## src/design/mav_pkg.sv

```systemverilog
// Shared types and constants for the moving average filter.
`default_nettype none

package mav_pkg;

    localparam int SAMPLE_BITS = 16;
    localparam int COUNT_BITS  = 7;
    localparam int WINDOW_BITS = 7;
    localparam int MAX_WINDOW  = 64;

    localparam logic OP_ADD   = 1'b0;
    localparam logic OP_CLEAR = 1'b1;

    typedef struct packed {
        logic                          operation;
        logic signed [SAMPLE_BITS-1:0] sample;
    } in_item_t;

    typedef struct packed {
        logic signed [SAMPLE_BITS-1:0] average;
        logic [COUNT_BITS-1:0]         held_count;
    } out_item_t;

endpackage

`default_nettype wire

```

## src/design/mav_ring.sv

```systemverilog
// Sample history memory with one write port and one registered read port.
`default_nettype none

module mav_ring #(
    parameter int DEPTH = 64,
    parameter int WIDTH = 16
) (
    input  wire logic                     clk,
    input  wire logic                     wr_en,
    input  wire logic [$clog2(DEPTH)-1:0] wr_addr,
    input  wire logic [WIDTH-1:0]         wr_data,
    input  wire logic                     rd_en,
    input  wire logic [$clog2(DEPTH)-1:0] rd_addr,
    output logic      [WIDTH-1:0]         rd_data
);

    logic [WIDTH-1:0] mem [DEPTH];

    always_ff @(posedge clk)
    begin
        if (wr_en)
        begin
            mem[wr_addr] <= wr_data;
        end
    end

    always_ff @(posedge clk)
    begin
        if (rd_en)
        begin
            rd_data <= mem[rd_addr];
        end
    end

endmodule

`default_nettype wire

```

## src/design/mav_divider.sv

```systemverilog
// Serial restoring divider: signed dividend by unsigned divisor, one quotient bit per cycle.
`default_nettype none

module mav_divider #(
    parameter int DIVIDEND_BITS = 22,
    parameter int DIVISOR_BITS  = 7
) (
    input  wire logic                            clk,
    input  wire logic                            rst_n,
    input  wire logic                            start,
    input  wire logic signed [DIVIDEND_BITS-1:0] dividend,
    input  wire logic [DIVISOR_BITS-1:0]         divisor,
    output logic                                 done,
    output logic [DIVIDEND_BITS-1:0]             quotient
);

    localparam int STEP_BITS = $clog2(DIVIDEND_BITS + 1);

    logic                     busy_reg, busy_next;
    logic                     done_reg, done_next;
    logic [STEP_BITS-1:0]     step_reg, step_next;
    logic                     neg_reg, neg_next;
    logic [DIVIDEND_BITS-1:0] mag_reg, mag_next;
    logic [DIVISOR_BITS-1:0]  rem_reg, rem_next;
    logic [DIVISOR_BITS-1:0]  div_reg, div_next;

    logic [DIVISOR_BITS:0]    shifted;
    logic [DIVISOR_BITS+1:0]  trial;

    assign shifted = {rem_reg, mag_reg[DIVIDEND_BITS-1]};
    assign trial   = {1'b0, shifted} - {2'b00, div_reg};

    always_comb
    begin
        busy_next = busy_reg;
        done_next = 1'b0;
        step_next = step_reg;
        neg_next  = neg_reg;
        mag_next  = mag_reg;
        rem_next  = rem_reg;
        div_next  = div_reg;
        if (start)
        begin
            busy_next = 1'b1;
            step_next = STEP_BITS'(DIVIDEND_BITS);
            neg_next  = dividend[DIVIDEND_BITS-1];
            mag_next  = dividend[DIVIDEND_BITS-1] ? (~dividend + 1'b1) : dividend;
            rem_next  = '0;
            div_next  = divisor;
        end
        else if (busy_reg)
        begin
            // A clear borrow bit means the trial subtraction fits.
            if (!trial[DIVISOR_BITS+1])
            begin
                rem_next = trial[DIVISOR_BITS-1:0];
                mag_next = {mag_reg[DIVIDEND_BITS-2:0], 1'b1};
            end
            else
            begin
                rem_next = shifted[DIVISOR_BITS-1:0];
                mag_next = {mag_reg[DIVIDEND_BITS-2:0], 1'b0};
            end
            step_next = step_reg - 1'b1;
            if (step_reg == STEP_BITS'(1))
            begin
                busy_next = 1'b0;
                done_next = 1'b1;
            end
        end
    end

    always_ff @(posedge clk or negedge rst_n)
    begin
        if (!rst_n)
        begin
            busy_reg <= 1'b0;
            done_reg <= 1'b0;
            step_reg <= '0;
        end
        else
        begin
            busy_reg <= busy_next;
            done_reg <= done_next;
            step_reg <= step_next;
        end
    end

    always_ff @(posedge clk)
    begin
        neg_reg <= neg_next;
        mag_reg <= mag_next;
        rem_reg <= rem_next;
        div_reg <= div_next;
    end

    assign done     = done_reg;
    assign quotient = neg_reg ? (~mag_reg + 1'b1) : mag_reg;

endmodule

`default_nettype wire

```

## src/design/moving_average_filter.sv

```systemverilog
// Top level of the moving average filter: sequencer, running sum and output register.
// Add request: check, drop the oldest sample if the window is full (at most one), store,
// then divide the running sum serially, one quotient bit per running-sum bit. A next request
// can be taken once the result is offered. Clear request: zero goes straight out. A window
// write trims the oldest samples. An untaken result holds the sequencer until taken.
// Reset (asynchronous, active low) empties the window and sets the window length to one.
`default_nettype none

module moving_average_filter (
    input  wire logic                             clk,
    input  wire logic                             rst_n,
    input  wire logic                             cfg_valid,
    output logic                                  cfg_ready,
    input  wire logic [mav_pkg::WINDOW_BITS-1:0]  cfg_data,
    input  wire logic                             in_valid,
    output logic                                  in_ready,
    input  wire mav_pkg::in_item_t                in_data,
    output logic                                  out_valid,
    input  wire logic                             out_ready,
    output mav_pkg::out_item_t                    out_data
);

    // The history memory is not cleared at reset, since only written entries are ever read.
    localparam int MAX_WINDOW = mav_pkg::MAX_WINDOW;
    localparam int SB       = mav_pkg::SAMPLE_BITS;
    localparam int PTR_BITS = $clog2(MAX_WINDOW);
    localparam int CNT_BITS = $clog2(MAX_WINDOW + 1);
    localparam int SUM_BITS = SB + PTR_BITS;

    // Sequencer states.
    localparam logic [2:0] ST_IDLE   = 3'd0;
    localparam logic [2:0] ST_CHECK  = 3'd1;
    localparam logic [2:0] ST_DROP   = 3'd2;
    localparam logic [2:0] ST_STORE  = 3'd3;
    localparam logic [2:0] ST_DSTART = 3'd4;
    localparam logic [2:0] ST_DIV    = 3'd5;
    localparam logic [2:0] ST_PUT    = 3'd6;

    logic [2:0]              state_reg, state_next;
    logic [PTR_BITS-1:0]     ptr_reg, ptr_next;
    logic [CNT_BITS-1:0]     fill_reg, fill_next;
    logic signed [SUM_BITS-1:0] sum_reg, sum_next;
    logic [CNT_BITS-1:0]     window_reg, window_next;
    logic                    add_mode_reg, add_mode_next;
    logic                    clear_reg, clear_next;
    logic [SB-1:0]           sample_reg, sample_next;
    logic                    out_valid_reg, out_valid_next;
    mav_pkg::out_item_t      out_reg, out_next;

    logic                    need_drop;
    logic                    rd_en;
    logic                    wr_en;
    logic [SB-1:0]           rd_data;
    logic [CNT_BITS:0]       slot_wide;
    logic [PTR_BITS-1:0]     wr_addr;
    logic [PTR_BITS-1:0]     ptr_inc;
    logic [CNT_BITS-1:0]     window_clamped;
    logic signed [SUM_BITS-1:0] operand;
    logic signed [SUM_BITS-1:0] sum_result;
    logic                    div_start;
    logic                    div_done;
    logic [SUM_BITS-1:0]     quotient;
    logic                    out_free;

    // Requests wait while a window write is offered, so the two never collide.
    assign cfg_ready = (state_reg == ST_IDLE);
    assign in_ready  = (state_reg == ST_IDLE) && !cfg_valid;
    assign out_free  = !out_valid_reg || out_ready;

    // A written window of zero becomes one; anything above the store depth saturates.
    always_comb
    begin
        if (cfg_data == '0)
        begin
            window_clamped = CNT_BITS'(1);
        end
        else if (int'(cfg_data) > MAX_WINDOW)
        begin
            window_clamped = CNT_BITS'(MAX_WINDOW);
        end
        else
        begin
            window_clamped = CNT_BITS'(cfg_data);
        end
    end

    // An add request makes room for its sample; a window write only trims surplus.
    assign need_drop = add_mode_reg ? ((fill_reg >= window_reg) && (fill_reg != '0))
                                    : (fill_reg > window_reg);

    assign ptr_inc = (ptr_reg == PTR_BITS'(MAX_WINDOW - 1)) ? '0 : ptr_reg + 1'b1;

    // The new sample goes right after the newest one held, wrapping around the ring.
    always_comb
    begin
        slot_wide = (CNT_BITS+1)'(ptr_reg) + (CNT_BITS+1)'(fill_reg);
        if (slot_wide >= (CNT_BITS+1)'(MAX_WINDOW))
        begin
            slot_wide = slot_wide - (CNT_BITS+1)'(MAX_WINDOW);
        end
    end
    assign wr_addr = slot_wide[PTR_BITS-1:0];

    // One adder serves both the oldest sample leaving and the new sample entering.
    assign operand    = (state_reg == ST_DROP)
                        ? {{PTR_BITS{rd_data[SB-1]}}, rd_data}
                        : {{PTR_BITS{sample_reg[SB-1]}}, sample_reg};
    assign sum_result = (state_reg == ST_DROP) ? (sum_reg - operand) : (sum_reg + operand);

    assign rd_en     = (state_reg == ST_CHECK) && need_drop;
    assign wr_en     = (state_reg == ST_STORE);
    assign div_start = (state_reg == ST_DSTART);

    always_comb
    begin
        state_next     = state_reg;
        ptr_next       = ptr_reg;
        fill_next      = fill_reg;
        sum_next       = sum_reg;
        window_next    = window_reg;
        add_mode_next  = add_mode_reg;
        clear_next     = clear_reg;
        sample_next    = sample_reg;
        out_valid_next = out_valid_reg;
        out_next       = out_reg;

        if (out_valid_reg && out_ready)
        begin
            out_valid_next = 1'b0;
        end

        unique case (state_reg)
            ST_IDLE:
            begin
                if (cfg_valid)
                begin
                    window_next   = window_clamped;
                    add_mode_next = 1'b0;
                    state_next    = ST_CHECK;
                end
                else if (in_valid)
                begin
                    sample_next = in_data.sample;
                    if (in_data.operation == mav_pkg::OP_CLEAR)
                    begin
                        ptr_next   = '0;
                        fill_next  = '0;
                        sum_next   = '0;
                        clear_next = 1'b1;
                        state_next = ST_PUT;
                    end
                    else
                    begin
                        clear_next    = 1'b0;
                        add_mode_next = 1'b1;
                        state_next    = ST_CHECK;
                    end
                end
            end
            ST_CHECK:
            begin
                if (need_drop)
                begin
                    state_next = ST_DROP;
                end
                else if (add_mode_reg)
                begin
                    state_next = ST_STORE;
                end
                else
                begin
                    state_next = ST_IDLE;
                end
            end
            ST_DROP:
            begin
                sum_next   = sum_result;
                ptr_next   = ptr_inc;
                fill_next  = fill_reg - 1'b1;
                state_next = ST_CHECK;
            end
            ST_STORE:
            begin
                sum_next   = sum_result;
                fill_next  = fill_reg + 1'b1;
                state_next = ST_DSTART;
            end
            ST_DSTART:
            begin
                state_next = ST_DIV;
            end
            ST_DIV:
            begin
                if (div_done)
                begin
                    state_next = ST_PUT;
                end
            end
            ST_PUT:
            begin
                if (out_free)
                begin
                    out_valid_next      = 1'b1;
                    out_next.average    = clear_reg ? '0 : quotient[SB-1:0];
                    out_next.held_count = mav_pkg::COUNT_BITS'(fill_reg);
                    state_next          = ST_IDLE;
                end
            end
            default:
            begin
                state_next = ST_IDLE;
            end
        endcase
    end

    always_ff @(posedge clk or negedge rst_n)
    begin
        if (!rst_n)
        begin
            state_reg     <= ST_IDLE;
            ptr_reg       <= '0;
            fill_reg      <= '0;
            sum_reg       <= '0;
            window_reg    <= CNT_BITS'(1);
            add_mode_reg  <= 1'b0;
            clear_reg     <= 1'b0;
            out_valid_reg <= 1'b0;
        end
        else
        begin
            state_reg     <= state_next;
            ptr_reg       <= ptr_next;
            fill_reg      <= fill_next;
            sum_reg       <= sum_next;
            window_reg    <= window_next;
            add_mode_reg  <= add_mode_next;
            clear_reg     <= clear_next;
            out_valid_reg <= out_valid_next;
        end
    end

    always_ff @(posedge clk)
    begin
        sample_reg <= sample_next;
        out_reg    <= out_next;
    end

    mav_ring #(
        .DEPTH (MAX_WINDOW),
        .WIDTH (SB)
    ) u_ring (
        .clk     (clk),
        .wr_en   (wr_en),
        .wr_addr (wr_addr),
        .wr_data (sample_reg),
        .rd_en   (rd_en),
        .rd_addr (ptr_reg),
        .rd_data (rd_data)
    );

    mav_divider #(
        .DIVIDEND_BITS (SUM_BITS),
        .DIVISOR_BITS  (CNT_BITS)
    ) u_divider (
        .clk      (clk),
        .rst_n    (rst_n),
        .start    (div_start),
        .dividend (sum_reg),
        .divisor  (fill_reg),
        .done     (div_done),
        .quotient (quotient)
    );

    assign out_valid = out_valid_reg;
    assign out_data  = out_reg;

endmodule

`default_nettype wire
```

## config.mk

```make
export PLATFORM = sky130hd
export DESIGN_NAME = moving_average_filter
export DESIGN_NICKNAME = d
export VERILOG_FILES = /design/src/design/mav_pkg.sv /design/src/design/mav_ring.sv /design/src/design/mav_divider.sv /design/src/design/moving_average_filter.sv
export SDC_FILE = /design/constraint.sdc
export NUM_CORES = 1
export LEC_CHECK = 0
export BUFFER_PORTS_ARGS = -buffer_cell sky130_fd_sc_hd__buf_4
export CAP_MARGIN = 20
export CORE_MARGIN = 10
export CORE_UTILIZATION = 55
export DETAILED_ROUTE_END_ITERATION = 7
export GPL_ROUTABILITY_DRIVEN = 0
export MAX_ROUTING_LAYER = met4
export PLACE_DENSITY_LB_ADDON = 0.1
export SLEW_MARGIN = 10
export SYNTH_ARGS = -nofsm -noshare
export SYNTH_HDL_FRONTEND = slang
export SYNTH_SLANG_ARGS = --single-unit
```

## constraint.sdc

```tcl
create_clock -name clk -period 5.15 [get_ports clk]
set_input_delay 0.515 -clock clk [delete_from_list [all_inputs] [get_ports clk]]
set_output_delay 0.515 -clock clk [all_outputs]
set_load 0.02 [all_outputs]
```

### Word level (Yosys, flattened, before mapping)

Memories as Yosys holds them, arrays and structs flattened. A register that Yosys moved wholly into a read port is not among the register bits.
Index checks and enable logic that the tools add are counted.

* bits in read-only memories: 0
* RAM bits: 1024
* flip-flop bits (word level): 131
* memories: 1
* bits in latches: 0

Memories
* u_ring.mem: depth 64, width 16, read ports 1, clocked after memory_dff 1, write ports 1, RTL line mav_ring.sv:17 `logic [WIDTH-1:0] mem [DEPTH];`

* shift-type cells: 0
* add/sub/neg operators: 11
* equality and inequality tests: 15
* multiply operators: 0
* order comparisons: 4
* mux-type cells: 50
* bitwise logic cells: 3
* divide/modulo/power cells: 0
* reduce and logical (&&, ||, !) cells: 24

Operators with widths (number)
* 2-to-1 mux 22 bit: 8
* one-hot mux 22 bit (2 select lines): 1
* 2-to-1 mux 7 bit: 6
* 2-to-1 mux 6 bit: 5
* adder 22 x 1 -> 22 bit (second input constant): 1
* adder 22 bit: 1
* NOT 22 bit: 1
* subtractor 22 bit: 1
* one-hot mux 3 bit (7 select lines): 1
* one-hot mux 7 bit (3 select lines): 1
* 2-to-1 mux 1 bit: 17
* adder 16 x 1 -> 16 bit (second input constant): 1
* 2-to-1 mux 16 bit: 1
* NOT 16 bit: 1
* 2-to-1 mux 3 bit: 5
* one-hot mux 6 bit (2 select lines): 1
* AND reduction 4 bit: 3
* 2-to-1 mux 5 bit: 2
* equality test 3 bit (second input constant): 3
* AND reduction 3 bit: 3
* subtractor 8 x 7 -> 9 bit: 1
* adder 6 x 7 -> 8 bit: 1
* greater-or-equal comparator 8 x 7 -> 1 bit (second input constant): 1
* nonzero test 2 bit: 4
* other kinds (26): 37

### Depth between registers and ports, before layout

Gate-level depths: netlist of run 1.

* depth in word-level cells: 5
* depth in mapped cells: 19
* mapped depth without buffers: 17

### Hierarchy

Synthesis of run 1 repeated with hierarchy kept, for this count alone.

* cells, all modules: 2718
* area, all modules: 48693.0 µm²

Modules (own cells, without submodules)
* mav_ring: area an instance 40202.3 µm², cells each 1829, times used 1, seq. area each 31230.0 µm²
* moving_average_filter: area an instance 5512.8 µm², cells each 575, times used 1, seq. area each 2373.5 µm²
* mav_divider: area an instance 2977.9 µm², cells each 314, times used 1, seq. area each 1216.2 µm²

### Least setup slack after synthesis of run 1

No wires, ideal clock.

* kind: reg2reg
* start: register state_reg[2]
* end: register sum_reg[21]
* setup time: 121 ps
* arrival time: 3892 ps
* buffers on the path: 3
* data required time: 5029 ps
* path slack: 1137 ps
* period minus slack after synthesis: 4013 ps
* cell stages (with the launch flop): 18
* cells stage by stage: dfrtp_1 -> buf_2 -> or3b_1 -> buf_2 -> clkbuf_1 -> a21oi_1 -> ha_1 -> and3_1 -> o21ai_2 -> o31a_1 -> o31a_1 -> ha_1 -> nand3_1 -> or4_1 -> o21a_1 -> a22oi_1 -> xnor2_1 -> a22o_1

* word-level cells in the longest chain between the ends: 5

Ends and longest elaborated chain
* start: declaration: RTL line moving_average_filter.sv:39 `logic [2:0] state_reg, state_next;`
* start signal: assignment: RTL line moving_average_filter.sv:231 `state_reg <= state_next;`
* equality test 3 x 2 -> 1 bit: RTL line moving_average_filter.sv:105, moving_average_filter.sv:108, moving_average_filter.sv:132
* 2-to-1 mux 22 bit: RTL line moving_average_filter.sv:106 `? {{PTR_BITS{rd_data[SB-1]}}, rd_data}`
* adder 22 bit or subtractor 22 bit (tied branches): RTL line moving_average_filter.sv:108 `assign sum_result = (state_reg == ST_DROP) ? (sum_reg - operand) : (sum_reg + operand);`
* 2-to-1 mux 22 bit: RTL line moving_average_filter.sv:108
* one-hot mux 22 bit (2 select lines): RTL line moving_average_filter.sv:132 `unique case (state_reg)`
* end signal: assignment: RTL line moving_average_filter.sv:234 `sum_reg <= sum_next;`
* end: declaration: RTL line moving_average_filter.sv:42 `logic signed [SUM_BITS-1:0] sum_reg, sum_next;`

Several ways; a longest one is shown, not always the timed one.
A chain may end at the register's enable or synchronous reset.

### Worst setup path in the final report of run 1

* start: register state_reg[1]
* end: register sum_reg[16]

The elaborated chain is that of the path after synthesis.

==> results of run 1 <==
==> placed cells by master (no fill, tap or decap), drive strengths merged, types with 8 or more instances in the layout <==
| cell | instances |
|---|---|
| edfxtp | 1109 |
| mux4 | 320 |
| buf | 164 |
| clkbuf | 146 |
| nor2 | 140 |
| nand2 | 138 |
| o21ai | 94 |
| clkinv | 55 |
| dfrtp | 54 |
| ha | 51 |
| xnor2 | 42 |
| xor2 | 41 |
| a22oi | 41 |
| inv | 39 |
| a21oi | 36 |
| nor3 | 26 |
| nand2b | 21 |
| o31ai | 19 |
| nand3 | 16 |
| nor2b | 16 |
| bufinv | 14 |
| dlygate4sd3 | 14 |
| mux2i | 13 |
| a21o | 9 |
| o21a | 9 |
| a211oi | 8 |
| nor4 | 8 |
==> per-stage QoR <==
stage	hold slack [ns]	utilization	setup slack, ns
final	0.03767	0.6261	0.8894
after CTS	0.001572	0.6254	0.9111
after floorplan	0.2194	-	1.137
after detailed placement	0.4763	0.5785	0.9481
after global placement	0.4709	0.5785	1.004
after global routing	0.01175	0.6261	0.6348
==> worst paths after layout <==
| path | endpoint | slack [ns] | cells after the start |
|---|---|---|---|
| min in group asynchronous | u_divider.busy_reg | 0.43 | 2 |
| min reg2reg | u_divider.rem_reg[6] | 0.49 | 2 |
| min | sample_reg[2] | 0.04 | 1 |
| max | sum_reg[16] | 0.89 | 18 |
| max reg2reg | sum_reg[16] | 0.89 | 18 |
| max in group asynchronous | ptr_reg[2] | 4.07 | 2 |
==> final cells by class <==
type | instances | area, um2 | share of cell area
Clock inverter | 74 | 780.7 | 0.01442
Sequential cell | 1171 | 34830 | 0.6433
Inverter | 38 | 142.6 | 0.002634
Timing Repair Buffer | 178 | 1456 | 0.02690
Multi-Input combinational cell | 1133 | 12350 | 0.2280
Clock buffer | 146 | 3141 | 0.05800
Tap cell | 1155 | 1445 | 0.02669
==> per-layer routing <==
layer	wire length (um)	vias up	GRT usage
met5	0	-	-
met4	3185	0	0.07391
met3	6681	149	0.03372
met2	54190	808	0.3585
met1	46030	12690	0.3151
li1	-	10380	-
==> logic make-up after synthesis <==
kind of cell    share of synthesized area
flops                              0.7288
compound gates                    0.03336
buf+inv                           0.01312
xor+xnor                          0.01522
simple gates                      0.04043
mux                                0.1540
fa+ha+maj                         0.01503
==> report_power, final <==
group          total [mW]  internal, mW  switching (mW)  leakage [nW]
Sequential           11.9          11.2           0.651          10.8
Combinational        8.37          3.79            4.58          4.96
Clock                8.57          5.02            3.55          1.92
Total                28.8          20.0            8.78          17.6
==> critical path: stages, from the launching register on <==
cell and delay, ns:
dfrtp_1 0.32, buf_4 0.20, nor3b_2 0.20, buf_4 0.25, mux2i_1 0.31, ha_1 0.23
and3_1 0.21, o21ai_0 0.16, xnor2_1 0.16, nand2_1 0.09, o21ai_0 0.08, ha_1 0.33
a21oi_1 0.28, o21bai_1 0.12, a311oi_1 0.38, nand2_1 0.19, o31ai_1 0.33, xor2_1 0.16
o21ai_0 0.08
==> reports/qor.csv, run 1 <==
metric;value;unit
status;completed;
Synth Net Count;2542;
Max Slew Vio Count;0;
Area growth, synth to finish;13.32;%
DRC viols;0;
skew final;0.03334;ns
Post-Syn Instances;2458;
CTS buffer count;117;
Overflow after GRT;0;
critical path type;flop to flop;
Total Wirelength;110100;um
YS warnings;0;
Max VDD drop;0.4161;mV
biggest area consumer among synthesized cells;edfxtp_1;
mean post-synth cell area;19.44;um2
WL/cell;28.27;um
Crit Path Max Fanout;20;
asr flop ratio synth;0.04697;
Final TNS setup;0;ns
n_diodes;0;
Finished Layout Cells;3895;
RSZ-0062 raised after global routing;false;
Root Buffer Master;clkbuf_16;
Final ANT Viol Nets;0;
top cells by area, synth;edfxtp_1 70%, mux4_2 15%, dfrtp_1 2.8%;
worst min path class;primary input to flop;
Synth cell types;69;
I/O Pins;55;
Worst-Skew Late Latency;0.71;ns
Largest register FFs;1024;
GRT Util Overall;0.2302;
clk slew on worst S/H paths;0.06;ns
Main synth FF type;edfxtp_1;
Synth top cells by count;1,109 x edfxtp_1, 320 x mux4_2, 139 x nor2_1;
Hold Path Origin;in_data[2];
placed cell areas;0.05003;mm2
Setup crit start;state_reg[1];
Max clock buf depth;3;
Required @ worst endpoint;5.68;ns
post_cts resized;0;
share of cells above drive strength 1;0.2500;
Core Rows;108;
crit path capture type;flop;
hpwl dp;63380;um
PwrDens;531.8;mW/mm2
vias per cell;6.168;
DR iter-0 viols;2548;
Filler cells;6037;
Clock Sinks;1171;
DP Cell Count;3657;
initial antenna violation count;3;
number of global-route vias before repair;24140;
largest net degree at the start of global routing;133;
CTS Hold Buffers Added;14;
Worst setup SP type;flop;
post-synth top area share;0.6970;
Seq cells post-synth;1171;
Worst R2R Start;state_reg[1];
core area;0.08648;mm2
first-pass GRT wire length;163000;um
width of the die;314.7;um
final-report hold violation count;0;
Worst Path Arrival;4.79;ns
Post-synth EDFFs;1109;
Max Cap Violations;0;
Slew Limit Headroom;0.3813;
final instance area;0.05414;mm2
min Tclk post-route;4.261;ns
Die Ht;314.7;um
leak pwr;17.64;nW
Post-CTS Setup Bufs;0;
die area;0.09906;mm2
# port buffers;54;
fin crit share;0.8273;
Seq/Total Area, Yosys;0.7288;
Power, Total;28.79;mW
Initial Util;0.5524;
Detailed Routing Iterations Pass 1;5;
top-count cell post-synth;edfxtp_1;
Top reg by flops;u_ring.mem;
FMAX;234.7;MHz
final setup fails;0;
Via Count;24030;
CTS tree;yes;
Netlist Area Pre-Place;0.04778;mm2
nets@finish;2723;
Worst Max-Slew Pin Slew;0.9281;ns
H-tree depth;3;
(Power assumes the default switching activity.)
==> run 2: changes to the inputs <==
==> constraint.sdc (replaced) <==
create_clock -name clk -period 3.51 [get_ports clk]
set_input_delay 0.351 -clock clk [delete_from_list [all_inputs] [get_ports clk]]
set_output_delay 0.351 -clock clk [all_outputs]
set_load 0.02 [all_outputs]
==> run 2 against run 1 <==
  * The flow now finishes with violations (setup timing)
  * Sequential cell count stayed put
  * First-iteration DRC count is 5.4% lower
  * Non-clock buffer count is 93 higher
  * Combinational power is 62% higher
  * Die area stayed put
  * Critical path type unchanged
  * Utilization is 1.3 points higher
  * Sequential share of layout area is 1.3 points lower
  * Sequential power is 45% higher
  * Total power is 50% higher
  * Highest routed layer unchanged
==> reports/qor.csv, run 2 (synthesis gave the netlist of run 1 again) <==
metric;value;unit;change
max incr delay on CP;0.48;ns;was 0.38 ns
Worst Path Arrival;4.39;ns;was 4.79 ns
I/O Pins;55;;unchanged
initial antenna violation count;2;;was 3
Crit Path Max Fanout;4;;was 20
# port buffers;54;;unchanged
commonest non-fill, non-tap cell in the layout;edfxtp_1;;unchanged
dpl ws;-0.3398;ns;was 0.9481 ns
M1 GR Usage;0.3138;;was 0.3151
Final ANT Viol Nets;0;;unchanged
Net Sw Frac;0.3076;;was 0.3049
Flop pwr share;0.401;;was 0.412
violated checks;setup timing;;
Initial Util;0.5524;;unchanged
DRC viols;0;;unchanged
final setup fails;15;;was 0
Total Wirelength;111300;um;was 110,100 um
clk slew on worst S/H paths;0.06;ns;about the same
skew final;0.02511;ns;was 0.03334 ns
Area growth, synth to finish;15.71;%;was 13.32%
PwrDens;781.7;mW/mm2;was 531.8 mW/mm2
Finished Layout Cells;3989;;was 3,895
fin crit share;1.089;;was 0.8273
Sw Pwr;13.29;mW;was 8.779 mW
Max Cap Violations;0;;unchanged
CP delay by family, top;compound AO/OA/AOI/OAI gates;;unchanged
CTS tree;yes;;unchanged
Worst-Skew Late Latency;0.70;ns;was 0.71 ns
share of cells above drive strength 1;0.2845;;was 0.2500
part of the power in combinational logic;0.314;;was 0.291
number of global-route vias before repair;24750;;was 24,140
Worst Max-Slew Pin Slew;1.062;ns;was 0.9281 ns
Worst setup SP type;flop;;unchanged
Max VDD drop;0.5922;mV;was 0.4161 mV
vias per cell;6.141;;was 6.168
CP Cell Sequence;or3b_4 > buf_4 > a21oi_2 > ha_2 > and3_4 > o21ai_4 > o31a_1 > o31a_1 > ha_4 > nand3_2 > or4_1 > o21a_1 > a22oi_2 > xnor2_1 > a22o_1;;was buf_4 > nor3b_2 > buf_4 > mux2i_1 > ha_1 > and3_1 > o21ai_0 > xnor2_1 > nand2_1 > o21ai_0 > ha_1 > a21oi_1 > o21bai_1 > a311oi_1 > nand2_1 > o31ai_1 > xor2_1 > o21ai_0
DP Cell Count;3720;;was 3,657
commonest non-fill, non-tap cells in the layout;1,109 x edfxtp_1, 320 x mux4_2, 218 x buf_4, 136 x nor2_1, 136 x nand2_1;;was 1,109 x edfxtp_1, 320 x mux4_2, 156 x buf_4, 138 x nor2_1, 138 x nand2_1
Worst path slowest cell;or4_1;;was a311oi_1
Core Util, Final;0.6392;;was 0.6261
final-report hold violation count;0;;unchanged
Root Buffer Master;clkbuf_16;;unchanged
most heavily used metal layer in global routing;met2;;unchanged
Required @ worst endpoint;4.07;ns;was 5.68 ns
Overflow after GRT;0;;unchanged
first-pass GRT wire length;164900;um;was 163,000 um
grt met3 use;0.03372;;unchanged
GRT met2 Usage;0.3720;;was 0.3585
Clock Sinks;1171;;unchanged
Max clock buf depth;3;;unchanged
CTS buffer count;116;;was 117
worst min path class;primary input to flop;;unchanged
Die Ht;314.7;um;unchanged
Via Count;24500;;was 24,030
RSZ-0062 raised after global routing;true;;was false
largest net degree at the start of global routing;132;;was 133
crit path capture type;flop;;unchanged
GRT Util Overall;0.2327;;was 0.2302
clock power share;0.286;;was 0.298
die area;0.09906;mm2;unchanged
width of the die;314.7;um;unchanged
H-tree depth;3;;unchanged
Detailed Routing Iterations Pass 1;5;;unchanged
FMAX;261.6;MHz;was 234.7 MHz
nets@finish;2815;;was 2,723
min Tclk post-route;3.822;ns;was 4.261 ns
hpwl dp;65600;um;was 63,380 um
critical path type;flop to flop;;unchanged
status;finished with violations;;was completed
Top reg by flops;u_ring.mem;;unchanged
core area;0.08648;mm2;unchanged
final setup margin;-0.3124;ns;was 0.8894 ns
buffers plus inverters on the worst setup path;1;;was 2
DR iter-0 viols;2410;;was 2,548
CP most frequent cell;o31a_1;;was o21ai_0
Max Slew Vio Count;0;;unchanged
WL/cell;27.90;um;was 28.27 um
Largest register FFs;1024;;unchanged
leak pwr;18.11;nW;was 17.64 nW
Slew Limit Headroom;0.2919;;was 0.3813
Core Rows;108;;unchanged
Filler cells;5910;;was 6,037
Cell Int Power;29.92;mW;was 20.01 mW
==> run 2: cell types whose count changed in the layout (fill, tap and decap cells not counted), sizes merged <==
| cell | before | now |
|---|---|---|
| clkinvlp | 4 | 5 |
| buf | 164 | 245 |
| dlygate4sd3 | 14 | 26 |
| diode | 0 | 1 |
| clkinv | 55 | 53 |
| inv | 39 | 42 |
| clkbuf | 146 | 144 |
==> run 2: worst paths after layout <==
path / end / cells past startpoint / startpoint / slack, ns
max in group asynchronous: ptr_reg[0] / 2 / rst_n / 2.58
worst min register to register: u_divider.rem_reg[6] / 2 / u_divider.rem_reg[6] / 0.49
worst max register to register: sum_reg[21] / 15 / state_reg[2] / -0.31
worst max-delay path: sum_reg[21] / 15 / state_reg[2] / -0.31
worst min-delay path: add_mode_reg / 4 / in_valid / 0.07
min in group asynchronous: u_divider.busy_reg / 2 / rst_n / 0.32
==> run 2: stage by stage <==
stage / setup TNS [ns] / power, mW / hold WS [ns] / area (um2)
floorplan: -1.743 / 26.52 / 0.05541 / 47890
global placement: -1.423 / 30.38 / 0.4638 / 50780
detailed placement: -2.724 / 30.68 / 0.4752 / 50790
CTS: -1.741 / 43.21 / 0.02751 / 55050
global route: -5.543 / 45.13 / 0.05813 / 55280
finish: -2.381 / 43.21 / 0.07355 / 55280
==> run 2: final cells by class <==
class / count / area [um2] / area share
clock inverters: 76 / 788.3 / 0.01426
well taps: 1155 / 1445 / 0.02614
inverters: 38 / 142.6 / 0.002580
flip-flops and latches: 1171 / 34830 / 0.6301
clock buffers: 144 / 3039 / 0.05497
repair buffers: 271 / 2389 / 0.04321
multi-input cells: 1133 / 12640 / 0.2287
diodes: 1 / 2.502 / 0.00004527
==> run 2: per-layer routing <==
layer  wire, um  vias to the layer above  part of all wire
met3       6730                      179             0.060
met5          0                        -                 0
met1      45830                    12920              0.41
li1           -                    10560                 -
met2      55390                      842              0.50
met4       3351                        0             0.030
==> run 2: power groups by stage <==
stage / registers [mW] / logic, mW / clock network [mW]
floorplan: 17.4 / 9.15 / 0
global placement: 17.5 / 12.8 / 0
detailed placement: 17.6 / 13.1 / 0
CTS: 17.3 / 13.4 / 12.6
global route: 17.4 / 14.6 / 13.1
finish: 17.3 / 13.6 / 12.4
==> run 2: what timing repair did <==
item / 4_1_cts / 5_1_grt
setup buffers: 10 / 11
pin swaps: 24 / 30
setup endpoints to repair: 14 / 17
gates resized for setup: 22 / 33
hold endpoints to repair: 80 / 0
hold buffers: 26 / 0
==> run 2: worst register-to-register path: stages, from the launching register on <==
cell	delay [ns]
dfrtp_1	0.41
or3b_4	0.41
buf_4	0.16
a21oi_2	0.13
ha_2	0.20
and3_4	0.23
o21ai_4	0.09
o31a_1	0.25
o31a_1	0.29
ha_4	0.29
nand3_2	0.07
or4_1	0.48
o21a_1	0.23
a22oi_2	0.20
xnor2_1	0.09
a22o_1	0.18
==> run 3: changes to the inputs <==
--- a/config.mk
+++ b/config.mk
@@ -8,7 +8,7 @@
 export BUFFER_PORTS_ARGS = -buffer_cell sky130_fd_sc_hd__buf_4
 export CAP_MARGIN = 20
 export CORE_MARGIN = 10
-export CORE_UTILIZATION = 55
+export CORE_UTILIZATION = 39
 export DETAILED_ROUTE_END_ITERATION = 7
 export GPL_ROUTABILITY_DRIVEN = 0
 export MAX_ROUTING_LAYER = met4
==> run 3 against run 2 <==
  * Clock-buffer cell count is 14 higher
  * Setup slack better by 0.059 ns
  * Cell area grew 2.0%
  * Largest power group unchanged
  * Clock power is essentially flat
  * First-iteration DRC count decreased by 11%
  * Register-to-register slack better by 0.06 ns
  * The flow still finishes with violations (setup timing)
  * Critical path depth down 2
  * Wire length up 7.6%
  * Critical path type unchanged
  * Total power is 0.86% higher
  * Highest routed layer unchanged
  * Sequential power about the same
==> reports/qor.csv, run 3 (synthesis gave the netlist of run 1 again) <==
metric;value;unit;change
status;finished with violations;;unchanged
violated checks;setup timing;;unchanged
crit path capture type;flop;;unchanged
vias per cell;5.417;;was 6.141
Crit Path Max Fanout;4;;unchanged
nets@finish;2840;;was 2,815
final instance area;0.05637;mm2;was 0.05528 mm2
Overflow after GRT;0;;unchanged
initial antenna violation count;0;;was 2
final setup fails;10;;was 15
Final ANT Viol Nets;0;;unchanged
min Tclk post-route;3.764;ns;was 3.822 ns
GRT Util Overall;0.1806;;was 0.2327
Worst setup SP type;flop;;unchanged
placed cell areas;0.05199;mm2;was 0.05079 mm2
Max Slew Vio Count;0;;unchanged
Multi-input gate area;0.01256;mm2;was 0.01264 mm2
CP Cell Sequence;or3b_4 > nor4_4 > nor4b_4 > o21ai_4 > o31a_1 > o31a_1 > ha_4 > nand3_4 > or4_1 > o21a_1 > a22oi_2 > xnor2_1 > a22o_1;;was or3b_4 > buf_4 > a21oi_2 > ha_2 > and3_4 > o21ai_4 > o31a_1 > o31a_1 > ha_4 > nand3_2 > or4_1 > o21a_1 > a22oi_2 > xnor2_1 > a22o_1
DR iter-0 viols;2140;;was 2,410
Worst path slowest cell;or3b_4;;was or4_1
leak pwr;18.27;nW;was 18.11 nW
max incr delay on CP;0.46;ns;was 0.48 ns
largest net degree at the start of global routing;104;;was 132
Initial Util;0.3925;;was 0.5524
buffers plus inverters on the worst setup path;0;;was 1
# port buffers;54;;unchanged
width of the die;370.0;um;was 314.7 um
RSZ-0062 raised after global routing;true;;unchanged
Detailed Routing Iterations Pass 1;7;;was 5
Filler cells;10380;;was 5,910
Worst Max-Slew Pin Slew;0.9362;ns;was 1.062 ns
Clock Sinks;1171;;unchanged
Slew Limit Headroom;0.3759;;was 0.2919
Max VDD drop;0.4915;mV;was 0.5922 mV
FMAX;265.7;MHz;was 261.6 MHz
Area growth, synth to finish;17.99;%;was 15.71%
Top reg by flops;u_ring.mem;;unchanged
PwrDens;773.2;mW/mm2;was 781.7 mW/mm2
first-pass GRT wire length;176800;um;was 164,900 um
Via Count;24280;;was 24,500
share of cells above drive strength 1;0.2857;;was 0.2845
Required @ worst endpoint;4.11;ns;was 4.07 ns
I/O Pins;55;;unchanged
FF+latch area;0.03483;mm2;about the same
CTS buffer count;121;;was 116
die area;0.1369;mm2;was 0.09906 mm2
H-tree depth;3;;unchanged
Core Util, Final;0.4631;;was 0.6392
CP delay by family, top;simple AND/OR/NAND/NOR gates;;was compound AO/OA/AOI/OAI gates
number of global-route vias before repair;25160;;was 24,750
commonest non-fill, non-tap cells in the layout;1,109 x edfxtp_1, 320 x mux4_2, 211 x buf_4, 136 x nand2_1, 125 x nor2_1;;was 1,109 x edfxtp_1, 320 x mux4_2, 218 x buf_4, 136 x nor2_1, 136 x nand2_1
commonest non-fill, non-tap cell in the layout;edfxtp_1;;unchanged
WL/cell;26.71;um;was 27.90 um
Total Wirelength;119700;um;was 111,300 um
Max clock buf depth;3;;unchanged
Final TNS setup;-1.152;ns;was -2.381 ns
Finished Layout Cells;4483;;was 3,989
Core Rows;128;;was 108
final setup margin;-0.2535;ns;was -0.3124 ns
Root Buffer Master;clkbuf_16;;unchanged
CP most frequent cell;o31a_1;;unchanged
Max Cap Violations;0;;unchanged
worst min path class;primary input to flop;;unchanged
final-report hold violation count;0;;unchanged
fin crit share;1.072;;was 1.089
hpwl dp;71290;um;was 65,600 um
core area;0.1217;mm2;was 0.08648 mm2
Largest register FFs;1024;;unchanged
CTS tree;yes;;unchanged
critical path type;flop to flop;;unchanged
Die Ht;370.0;um;was 314.7 um
DP Cell Count;4222;;was 3,720
Worst-Skew Late Latency;0.74;ns;was 0.70 ns
skew final;0.04734;ns;was 0.02511 ns
Worst Path Arrival;4.37;ns;was 4.39 ns
clk slew on worst S/H paths;0.06;ns;about the same
DRC viols;0;;unchanged
run 3: what timing repair did:
item | 4_1_cts | 5_1_grt
hold buffers | 28 | 0
pin swaps | 11 | 9
hold endpoints to repair | 80 | 0
setup endpoints to repair | 13 | 351
setup buffers | 3 | 5
resized for setup | 11 | 19
run 3: routing by layer:
layer	up-vias	track usage	routed length, um	part of all wire
li1	10630	-	-	-
met1	12940	0.2350	51460	0.43
met2	555	0.2968	60350	0.50
met3	161	0.02970	5398	0.045
met4	0	0.04293	2515	0.021
met5	-	-	0	0
run 3: final timing paths:
check	startpoint	to	slack, ns	depth (start not counted)
setup / recovery	state_reg[0]	sum_reg[21]	-0.25	13
hold / removal	cfg_valid	sample_reg[12]	0.18	3
setup reg to reg	state_reg[0]	sum_reg[21]	-0.25	13
hold reg to reg	window_reg[1]	window_reg[1]	0.49	2
max in group asynchronous	rst_n	ptr_reg[0]	2.58	2
min in group asynchronous	rst_n	sum_reg[6]	0.27	2
run 3: where the power goes:
group / internal, mW / switching (mW) / leakage (nW)
sequential: 16.4 / 0.777 / 10.8
clock: 7.36 / 5.33 / 1.88
combinational: 6.24 / 7.44 / 5.63
run 3: worst min-delay path: cells and delay by family:
family / cells / cell delay, ns
AND/OR/NAND/NOR: 1 / 0.05
buffers and inverters: 2 / 0.31
run 3: metrics by stage:
step                setup WS (ns)  total power, mW  hold WS [ns]
finish                    -0.2535            43.59        0.1761
global route              -0.4534            45.82        0.1435
CTS                       -0.2095            44.11        0.1152
detailed placement        -0.3219            31.21        0.4797
global placement          -0.3130            31.03        0.4792
floorplan                 -0.3836            26.52       0.05541
run 3: area by class of cell:
| type | instances | area share |
|---|---|---|
| sequential | 1171 | 0.6180 |
| multi-input combinational | 1133 | 0.2228 |
| clock buffer | 158 | 0.05673 |
| timing repair buffer | 291 | 0.05107 |
| tap | 1625 | 0.03607 |
| clock inverter | 65 | 0.01274 |
| inverter | 38 | 0.002530 |
| antenna | 2 | 0.00008878 |
